<file path="src/hdl/dsa_pkg.sv">
package dsa_pkg;

  localparam int STACK_DEPTH = 64;
  localparam int OFFSET_BITS = 32;

  localparam int WORD_W = 32;
  localparam int PEAK_W = 33;
  localparam int CNT_W  = $clog2(STACK_DEPTH + 1);
  localparam int ADDR_W = (STACK_DEPTH > 1) ? $clog2(STACK_DEPTH) : 1;
  // room for top + top + size without overflow
  localparam int WIDE_W = ((OFFSET_BITS > WORD_W) ? OFFSET_BITS : WORD_W) + 2;

  typedef logic [OFFSET_BITS-1:0] off_t;
  typedef logic [WORD_W-1:0]      word_t;
  typedef logic [PEAK_W-1:0]      peak_t;
  typedef logic [CNT_W-1:0]       cnt_t;
  typedef logic [ADDR_W-1:0]      addr_t;
  typedef logic [WIDE_W-1:0]      wide_t;

  typedef enum logic [2:0] {
    ACT_RES_FWD  = 3'd0,
    ACT_REL_FWD  = 3'd1,
    ACT_RES_REV  = 3'd2,
    ACT_REL_REV  = 3'd3,
    ACT_ROLLBACK = 3'd4,
    ACT_CLEAR    = 3'd5
  } action_t;

  typedef enum logic [2:0] {
    STS_OK       = 3'd0,
    STS_NO_SPACE = 3'd1,
    STS_EMPTY    = 3'd2,
    STS_MISMATCH = 3'd3,
    STS_NO_MARK  = 3'd4,
    STS_FULL     = 3'd5
  } status_t;

  typedef enum logic [3:0] {
    S_IDLE,
    S_SUM,
    S_FIT,
    S_PUSH,
    S_PEAK,
    S_ROFF,
    S_RCHK,
    S_READ,
    S_POP,
    S_RBCHK,
    S_FIN
  } state_t;

  typedef enum logic {
    ALU_ADD,
    ALU_SUB
  } alu_op_t;

  typedef struct packed {
    alu_op_t op;
    wide_t   a;
    wide_t   b;
    wide_t   lim;
  } alu_req_t;

  typedef struct packed {
    wide_t res;
    logic  le;   // res <= lim, full width
    logic  eq;   // res wrapped to offset width == lim
  } alu_rsp_t;

endpackage

</file>
<file path="src/hdl/dsa_ram.sv">
module dsa_ram #(
  parameter int WIDTH = 32,
  parameter int DEPTH = 64
) (
  input  logic                                    clk,
  input  logic                                    en,
  input  logic                                    we,
  input  logic [((DEPTH > 1) ? $clog2(DEPTH) : 1)-1:0] addr,
  input  logic [WIDTH-1:0]                        wdata,
  output logic [WIDTH-1:0]                        rdata
);

  logic [WIDTH-1:0] mem_r [DEPTH];

  always_ff @(posedge clk) begin
    if (en) begin
      if (we) begin
        mem_r[addr] <= wdata;
      end
      rdata <= mem_r[addr];
    end
  end

endmodule

</file>
<file path="src/hdl/dsa_alu.sv">
module dsa_alu
  import dsa_pkg::*;
(
  input  alu_req_t req,
  output alu_rsp_t rsp
);

  wide_t res;

  always_comb begin
    case (req.op)
      ALU_ADD: res = req.a + req.b;
      ALU_SUB: res = req.a - req.b;
      default: res = req.a + req.b;
    endcase
  end

  assign rsp.res = res;
  assign rsp.le  = (res <= req.lim);
  assign rsp.eq  = (wide_t'(res[OFFSET_BITS-1:0]) == req.lim);

endmodule

</file>
<file path="src/hdl/double_ended_stack_allocator_core.sv">
// Channel  | Ports                                              | Transfer
// ---------+----------------------------------------------------+--------------------------
// request  | start, busy, in_action, in_size, in_handle         | start && !busy
// result   | out_valid, out_status, out_offset, out_peak_total, | out_valid, one cycle
//          | out_out_of_space                                   |
// config   | cfg_we, cfg_wdata (total_size)                     | cfg_we
//
// One shared adder/subtractor under a sequencer does offset and size arithmetic. Reserve:
// sum, fit, push, peak, then a reverse offset step; release: a reverse handle check, read,
// pop; clear and full or empty rejects finish. Rollback: check; read, pop, check per block,
// at most STACK_DEPTH blocks. The result strobe comes in the cycle after the last step; busy
// stays high until then. Synchronous reset clears control state but sets fail_r; stack RAMs
// are not cleared. The receiver cannot stall; each result is presented for exactly one cycle.
module double_ended_stack_allocator_core
  import dsa_pkg::*;
(
  input  logic          clk,
  input  logic          rst_n,
  input  logic          start,
  output logic          busy,
  input  logic [2:0]    in_action,
  input  logic [31:0]   in_size,
  input  logic [31:0]   in_handle,
  output logic          out_valid,
  output logic [2:0]    out_status,
  output logic [31:0]   out_offset,
  output logic [32:0]   out_peak_total,
  output logic          out_out_of_space,
  input  logic          cfg_we,
  input  logic [31:0]   cfg_wdata
);

  state_t  state_r, state_nxt;
  action_t act_r, act_nxt;
  status_t sts_r, sts_nxt;
  word_t   total_r;
  word_t   size_r, size_nxt;
  word_t   handle_r, handle_nxt;
  wide_t   acc_r, acc_nxt;
  off_t    ftop_r, ftop_nxt, rtop_r, rtop_nxt;
  off_t    fpeak_r, fpeak_nxt, rpeak_r, rpeak_nxt;
  cnt_t    fcnt_r, fcnt_nxt, rcnt_r, rcnt_nxt;
  logic    fail_r, fail_nxt;
  logic    before_r, before_nxt;
  word_t   offset_r, offset_nxt;

  logic    out_valid_r, out_valid_nxt;
  status_t out_status_r, out_status_nxt;
  word_t   out_offset_r, out_offset_nxt;
  peak_t   out_peak_r, out_peak_nxt;
  logic    out_oos_r, out_oos_nxt;

  alu_req_t alu_req;
  alu_rsp_t alu_rsp;

  logic    fram_en, fram_we, rram_en, rram_we;
  addr_t   fram_addr, rram_addr;
  word_t   fram_rdata, rram_rdata;

  logic    side_rev;
  off_t    top_sel;
  off_t    peak_sel;
  word_t   rdata_sel;
  cnt_t    fcnt_m1, rcnt_m1;
  action_t in_act;

  assign in_act    = action_t'(in_action);
  assign side_rev  = (act_r == ACT_RES_REV) || (act_r == ACT_REL_REV);
  assign top_sel   = side_rev ? rtop_r : ftop_r;
  assign peak_sel  = side_rev ? rpeak_r : fpeak_r;
  assign rdata_sel = side_rev ? rram_rdata : fram_rdata;
  assign fcnt_m1   = fcnt_r - cnt_t'(1);
  assign rcnt_m1   = rcnt_r - cnt_t'(1);

  dsa_alu u_alu (
    .req (alu_req),
    .rsp (alu_rsp)
  );

  dsa_ram #(.WIDTH(WORD_W), .DEPTH(STACK_DEPTH)) u_fwd_ram (
    .clk   (clk),
    .en    (fram_en),
    .we    (fram_we),
    .addr  (fram_addr),
    .wdata (size_r),
    .rdata (fram_rdata)
  );

  dsa_ram #(.WIDTH(WORD_W), .DEPTH(STACK_DEPTH)) u_rev_ram (
    .clk   (clk),
    .en    (rram_en),
    .we    (rram_we),
    .addr  (rram_addr),
    .wdata (size_r),
    .rdata (rram_rdata)
  );

  always_comb begin
    state_nxt      = state_r;
    act_nxt        = act_r;
    sts_nxt        = sts_r;
    size_nxt       = size_r;
    handle_nxt     = handle_r;
    acc_nxt        = acc_r;
    ftop_nxt       = ftop_r;
    rtop_nxt       = rtop_r;
    fpeak_nxt      = fpeak_r;
    rpeak_nxt      = rpeak_r;
    fcnt_nxt       = fcnt_r;
    rcnt_nxt       = rcnt_r;
    fail_nxt       = fail_r;
    before_nxt     = before_r;
    offset_nxt     = offset_r;
    out_valid_nxt  = 1'b0;
    out_status_nxt = out_status_r;
    out_offset_nxt = out_offset_r;
    out_peak_nxt   = out_peak_r;
    out_oos_nxt    = out_oos_r;
    alu_req.op     = ALU_ADD;
    alu_req.a      = '0;
    alu_req.b      = '0;
    alu_req.lim    = '0;
    fram_en        = 1'b0;
    fram_we        = 1'b0;
    fram_addr      = fcnt_m1[ADDR_W-1:0];
    rram_en        = 1'b0;
    rram_we        = 1'b0;
    rram_addr      = rcnt_m1[ADDR_W-1:0];

    case (state_r)
      S_IDLE: begin
        if (start) begin
          act_nxt    = in_act;
          size_nxt   = in_size;
          handle_nxt = in_handle;
          sts_nxt    = STS_OK;
          offset_nxt = '0;
          state_nxt  = S_FIN;
          case (in_act)
            ACT_RES_FWD, ACT_RES_REV: begin
              if (((in_act == ACT_RES_FWD) ? fcnt_r : rcnt_r) == cnt_t'(STACK_DEPTH)) begin
                sts_nxt  = STS_FULL;
                fail_nxt = 1'b1;
              end else begin
                state_nxt = S_SUM;
              end
            end
            ACT_REL_FWD: begin
              if (fcnt_r == '0) sts_nxt = STS_EMPTY;
              else state_nxt = S_READ;
            end
            ACT_REL_REV: begin
              if (rcnt_r == '0) sts_nxt = STS_EMPTY;
              else state_nxt = S_RCHK;
            end
            ACT_ROLLBACK: begin
              before_nxt = (fcnt_r != '0);
              state_nxt  = S_RBCHK;
            end
            ACT_CLEAR: begin
              ftop_nxt  = '0;
              rtop_nxt  = '0;
              fcnt_nxt  = '0;
              rcnt_nxt  = '0;
              fpeak_nxt = '0;
              rpeak_nxt = '0;
              fail_nxt  = 1'b0;
            end
            default: ;
          endcase
        end
      end
      S_SUM: begin
        alu_req.a = wide_t'(ftop_r);
        alu_req.b = wide_t'(rtop_r);
        acc_nxt   = alu_rsp.res;
        state_nxt = S_FIT;
      end
      S_FIT: begin
        alu_req.a   = acc_r;
        alu_req.b   = wide_t'(size_r);
        alu_req.lim = wide_t'(total_r);
        if (alu_rsp.le) begin
          state_nxt = S_PUSH;
        end else begin
          sts_nxt   = STS_NO_SPACE;
          fail_nxt  = 1'b1;
          state_nxt = S_FIN;
        end
      end
      S_PUSH: begin
        alu_req.a = wide_t'(top_sel);
        alu_req.b = wide_t'(size_r);
        if (side_rev) begin
          rram_en   = 1'b1;
          rram_we   = 1'b1;
          rram_addr = rcnt_r[ADDR_W-1:0];
          rcnt_nxt  = rcnt_r + cnt_t'(1);
          rtop_nxt  = alu_rsp.res[OFFSET_BITS-1:0];
        end else begin
          fram_en    = 1'b1;
          fram_we    = 1'b1;
          fram_addr  = fcnt_r[ADDR_W-1:0];
          fcnt_nxt   = fcnt_r + cnt_t'(1);
          ftop_nxt   = alu_rsp.res[OFFSET_BITS-1:0];
          offset_nxt = word_t'(ftop_r);
        end
        state_nxt = S_PEAK;
      end
      S_PEAK: begin
        if (peak_sel < top_sel) begin
          if (side_rev) rpeak_nxt = rtop_r;
          else fpeak_nxt = ftop_r;
        end
        state_nxt = side_rev ? S_ROFF : S_FIN;
      end
      S_ROFF: begin
        alu_req.op = ALU_SUB;
        alu_req.a  = wide_t'(total_r);
        alu_req.b  = wide_t'(rtop_r);
        offset_nxt = word_t'(alu_rsp.res[OFFSET_BITS-1:0]);
        state_nxt  = S_FIN;
      end
      S_RCHK: begin
        alu_req.op  = ALU_SUB;
        alu_req.a   = wide_t'(total_r);
        alu_req.b   = wide_t'(rtop_r);
        alu_req.lim = wide_t'(handle_r);
        if (alu_rsp.eq) begin
          state_nxt = S_READ;
        end else begin
          sts_nxt   = STS_MISMATCH;
          state_nxt = S_FIN;
        end
      end
      S_READ: begin
        if (side_rev) rram_en = 1'b1;
        else fram_en = 1'b1;
        state_nxt = S_POP;
      end
      S_POP: begin
        alu_req.op  = ALU_SUB;
        alu_req.a   = wide_t'(top_sel);
        alu_req.b   = wide_t'(rdata_sel);
        alu_req.lim = wide_t'(handle_r);
        state_nxt   = S_FIN;
        if (side_rev) begin
          rtop_nxt = alu_rsp.res[OFFSET_BITS-1:0];
          rcnt_nxt = rcnt_m1;
        end else if (act_r == ACT_REL_FWD && !alu_rsp.eq) begin
          sts_nxt = STS_MISMATCH;
        end else begin
          ftop_nxt = alu_rsp.res[OFFSET_BITS-1:0];
          fcnt_nxt = fcnt_m1;
          if (act_r == ACT_ROLLBACK) state_nxt = S_RBCHK;
        end
      end
      S_RBCHK: begin
        if (fcnt_r == '0 || wide_t'(ftop_r) == wide_t'(size_r)) begin
          if (before_r && fcnt_r == '0 && size_r != '0) sts_nxt = STS_NO_MARK;
          state_nxt = S_FIN;
        end else begin
          state_nxt = S_READ;
        end
      end
      S_FIN: begin
        alu_req.a      = wide_t'(fpeak_r);
        alu_req.b      = wide_t'(rpeak_r);
        out_valid_nxt  = 1'b1;
        out_status_nxt = sts_r;
        out_offset_nxt = offset_r;
        out_peak_nxt   = peak_t'(alu_rsp.res);
        out_oos_nxt    = fail_r;
        state_nxt      = S_IDLE;
      end
      default: state_nxt = S_IDLE;
    endcase
  end

  always_ff @(posedge clk) begin
    if (!rst_n) begin
      state_r     <= S_IDLE;
      act_r       <= ACT_CLEAR;
      sts_r       <= STS_OK;
      total_r     <= '0;
      ftop_r      <= '0;
      rtop_r      <= '0;
      fpeak_r     <= '0;
      rpeak_r     <= '0;
      fcnt_r      <= '0;
      rcnt_r      <= '0;
      fail_r      <= 1'b1;
      before_r    <= 1'b0;
      out_valid_r <= 1'b0;
    end else begin
      state_r     <= state_nxt;
      act_r       <= act_nxt;
      sts_r       <= sts_nxt;
      ftop_r      <= ftop_nxt;
      rtop_r      <= rtop_nxt;
      fpeak_r     <= fpeak_nxt;
      rpeak_r     <= rpeak_nxt;
      fcnt_r      <= fcnt_nxt;
      rcnt_r      <= rcnt_nxt;
      fail_r      <= fail_nxt;
      before_r    <= before_nxt;
      out_valid_r <= out_valid_nxt;
      if (cfg_we) begin
        total_r <= cfg_wdata;
      end
    end
  end

  always_ff @(posedge clk) begin
    size_r       <= size_nxt;
    handle_r     <= handle_nxt;
    acc_r        <= acc_nxt;
    offset_r     <= offset_nxt;
    out_status_r <= out_status_nxt;
    out_offset_r <= out_offset_nxt;
    out_peak_r   <= out_peak_nxt;
    out_oos_r    <= out_oos_nxt;
  end

  assign busy             = (state_r != S_IDLE);
  assign out_valid        = out_valid_r;
  assign out_status       = out_status_r;
  assign out_offset       = out_offset_r;
  assign out_peak_total   = out_peak_r;
  assign out_out_of_space = out_oos_r;

  a_strobe_after_fin: assert property (@(posedge clk) disable iff (!rst_n)
    out_valid |-> $past(state_r == S_FIN))
    else $error("result strobe without a finishing step");

  a_accept_goes_busy: assert property (@(posedge clk) disable iff (!rst_n)
    start && !busy |=> busy)
    else $error("accepted request did not make the block busy");

  a_count_bound: assert property (@(posedge clk) disable iff (!rst_n)
    fcnt_r <= cnt_t'(STACK_DEPTH) && rcnt_r <= cnt_t'(STACK_DEPTH))
    else $error("stack count beyond depth");

  a_fail_sticky: assert property (@(posedge clk) disable iff (!rst_n)
    out_valid && (out_status == STS_NO_SPACE || out_status == STS_FULL)
      |-> out_out_of_space)
    else $error("failed reserve without out-of-space flag");

endmodule
</file>
<file path="config.mk">
export PLATFORM = sky130hd
export DESIGN_NAME = double_ended_stack_allocator_core
export DESIGN_NICKNAME = d
export VERILOG_FILES = /design/src/hdl/dsa_pkg.sv /design/src/hdl/dsa_ram.sv /design/src/hdl/dsa_alu.sv /design/src/hdl/double_ended_stack_allocator_core.sv
export SDC_FILE = /design/constraint.sdc
export NUM_CORES = 2
export LEC_CHECK = 0
export BUFFER_PORTS_ARGS = -buffer_cell sky130_fd_sc_hd__buf_2
export CAP_MARGIN = 40
export CORE_MARGIN = 5
export CORE_UTILIZATION = 55
export CTS_CLUSTER_SIZE = 16
export DETAILED_ROUTE_END_ITERATION = 8
export PLACE_DENSITY = 0.71
export SYNTH_ARGS = -nofsm -noshare
export SYNTH_HDL_FRONTEND = slang
export SYNTH_SLANG_ARGS = --single-unit
</file>
<file path="constraint.sdc">
create_clock -name clk -period 9.6 [get_ports clk]
set_input_delay 0.96 -clock clk [delete_from_list [all_inputs] [get_ports clk]]
set_output_delay 0.96 -clock clk [all_outputs]
set_load 0.02 [all_outputs]
</file>
==> results.toml <==
[grt]
gr-total-overflow = 0
grt_max_degree = 132
antenna_found_initial = 62
grt_pass1_wl_um = 800000
track_usage_pct = 34.8
grt_pass1_vias = 102000

[cts]
cts_tree = "yes"
post_cts.repair.setup_buffers = 0
holdBufCountCts = 0
clock-sinks = 4546
cts_buffer_depth = 4
clock_latency_ps = 1030
cts_resized = 0
htree_levels = 5
cts_buffers = 433
clockRootBuffer = "clkbuf_16"
clk_pin_slew_worst_paths_ps = 70

[detailed_routing]
drc = 1
dr.max_layer_used = "met5"
postRouteAntennaNets = 0
wl_um = 578000
drtIter0Drc = 20800
met1_length_um = 206000
dr_wl_met2_um = 254000
drt-pass1-iter-count = 9
wl_per_cell_um = 38.1
num_vias = 110000
routed-wl-met3_um = 87500
viasPerCell = 7.22

[setup_path]
reg2reg_from = "act_r[2]"
r2r_end = "fcnt_r[5]"
crit_path_start = "act_r[2]"
start_kind = "flip-flop"
cp.required_ps = 10360
ff2ff_path_depth = 30
cp.arrival_ps = 9590
slowest_delay_ps = 520
end_kind = "flip-flop"
crit_fanout = 47
critical_path_class = "flip-flop to flip-flop"
slowest_stage = "a211oi_1"
r2r_slack_ps = 770

[timing]
rsz0062_at_grt = "false"
fin_crit_ps = 8830
fin_tns_setup_ps = 0
fin_ws_ps = 769
hold_viol = 0
finalMaxSlewViolations = 0
finalSetupViolCount = 0
worstMarginPinSlew_ps = 1200
clock.fmax_ghz = 0.113
slew_headroom_pct = 19.7
finClkSkew_ps = 125
min_period_over_period_pct = 92.0

[power]
ir_worst_vdd_uv = 443
power_density_mw_per_mm2 = 319
fin_total_pwr_mw = 62.3
p_leak_nw = 61.4

[floorplanning]
die_area_mm2 = 0.324
die_h_um = 569
start_util_pct = 55.2
ios = 174
core_mm2 = 0.312
die_w_um = 569
rows = 205

[run]
maxCapViolations = 0

[run_status]
violations = "DRC"
status = "finished with violations"

[cells_and_area]
layout_commonest_cell = "edfxtp_1"
area_growth_pct = 13.8
fin_area_mm2 = 0.196
final_cells = 15200
layout_common_cells = "edfxtp_1 (4359), a22oi_1 (1254), a221oi_1 (484)"
nets = 10900
layout-drive-gt1-share_pct = 14.1
fillers = 21300

[worst_hold_path]
holdCritPathClass = "input port to flip-flop"
worstHoldPathCells = 1
min_to = "size_r[28]"
worst_hold_startpoint = "in_size[28]"

[placed_design]
port_buffers = 173
hpwlAfterDp_um = 341000
place_congestion = 0.957
placed_area_mm2 = 0.181
place_ws_ps = 858
place_inst = 14400

[synthesis]
ys_ff_latch = 4546
synth_top_flop_cell = "edfxtp_1"
syn_inst = 10200
yosysUniqueCellTypes = 87
syn_nets = 10500
syn_area_mm2 = 0.172
synth-edff-count = 4359
syn_area_per_cell_um2 = 16.8
synth_warnings = 0
synth-async-reset-ratio_pct = 0
ys_seq_area_share_pct = 78.3
## per-layer routing
layer,vias to the layer above,GRT usage (%)
met5,-,0
met4,30,15.3
met3,1433,11.1
met2,9495,50.9
met1,55100,48.3
li1,43600,-
## synthesized netlist by cell type (38+ instances only)
library cell  instances  area share (%)
a221oi_1            484             2.5
buf_2               156            0.45
nand2_1             381            0.83
nor4_1               59            0.21
a21oi_1             343             1.0
nor3_1               64            0.19
xnor2_1              75            0.38
nand4_1             152            0.55
nor2_1              335            0.73
a41oi_1              39            0.20
mux2i_1             100            0.58
a22oi_1            1254             5.5
nand3_1             130            0.38
ha_1                101            0.73
nand2b_1             45            0.16
a21o_1               42            0.18
o21ai_0             165            0.48
edfxtp_1           4359              76
clkbuf_1            395            0.86
a22o_1              315             1.6
buf_1               149            0.33
o22ai_1              62            0.23
dfxtp_1             187             2.2
a31oi_1             376             1.4
inv_1                38           0.083
a222oi_1             56            0.33
## power by group
part / leakage, nW / internal [mW] / switching (mW)
registers: 40.8 / 23.5 / 0.261
clock network: 6.79 / 9.55 / 7.43
logic: 13.9 / 5.35 / 16.2
## per-stage QoR
| stage | util [%] | hold WS (ps) |
|---|---|---|
| final | 62.8 | 179 |
| after global placement | 57.8 | 404 |
| after detailed placement | 58.2 | 405 |
| after global routing | 62.8 | 158 |
| after CTS | 62.7 | 129 |
| after floorplan | - | 400 |
## cell type report
class	instances	area [µm²]	area share (%)
clock inverter	245	2680	1.37
antenna	26	65.1	0.0333
multi-input combinational	4946	35700	18.2
inverter	42	161	0.0825
timing repair buffer	704	5910	3.02
clock buffer	540	11300	5.79
tap	4140	5180	2.65
sequential	4546	135000	68.8
## cell families (layout without fill, tap and decap cells)
kind of cell / after synthesis / count (layout) / share of synthesized area, %
other cells: 0 / 26 / 0
simple gates: 1290 / 1290 / 3.60
compound gates: 3316 / 3316 / 14.2
buf+inv: 753 / 1531 / 1.80
mux: 133 / 133 / 0.800
flops: 4546 / 4546 / 78.3
fa+ha+maj: 102 / 102 / 0.747
xor+xnor: 105 / 105 / 0.546
## worst max-delay path by stage
stage,end,cells past startpoint
final,fcnt_r[5],30
after global routing,fcnt_r[5],30
after CTS,sts_r[1],31
after detailed placement,sts_r[1],31
after global placement,state_r[0],31
after floorplan,ftop_r[26],27
## sequential cells by signal, summed over array words and instances (netlist names), 4 cells and up
| signal | count |
|---|---|
| out_peak_total | 33 |
| acc_r | 34 |
| u_fwd_ram.rdata | 32 |
| handle_r | 32 |
| size_r | 32 |
| rtop_r | 32 |
| fcnt_r | 7 |
| ftop_r | 32 |
| out_offset | 32 |
| u_rev_ram.mem_r | 2048 |
| u_rev_ram.rdata | 32 |
| state_r | 4 |
| total_r | 32 |
| offset_r | 32 |
| rpeak_r | 32 |
| u_fwd_ram.mem_r | 2048 |
| rcnt_r | 7 |
| fpeak_r | 32 |
## critical path: cells and delay by family, from the launching register on
family | cells | cell delay (ps)
DFF | 1 | 470
adders and majority gates | 3 | 860
and+or+nand+nor | 8 | 2440
AOI/OAI and AO/OA | 13 | 3440
xor gates and xnor gates | 2 | 440
muxes | 1 | 400
buffers and inverters | 3 | 510
(Power assumes the default switching activity.)
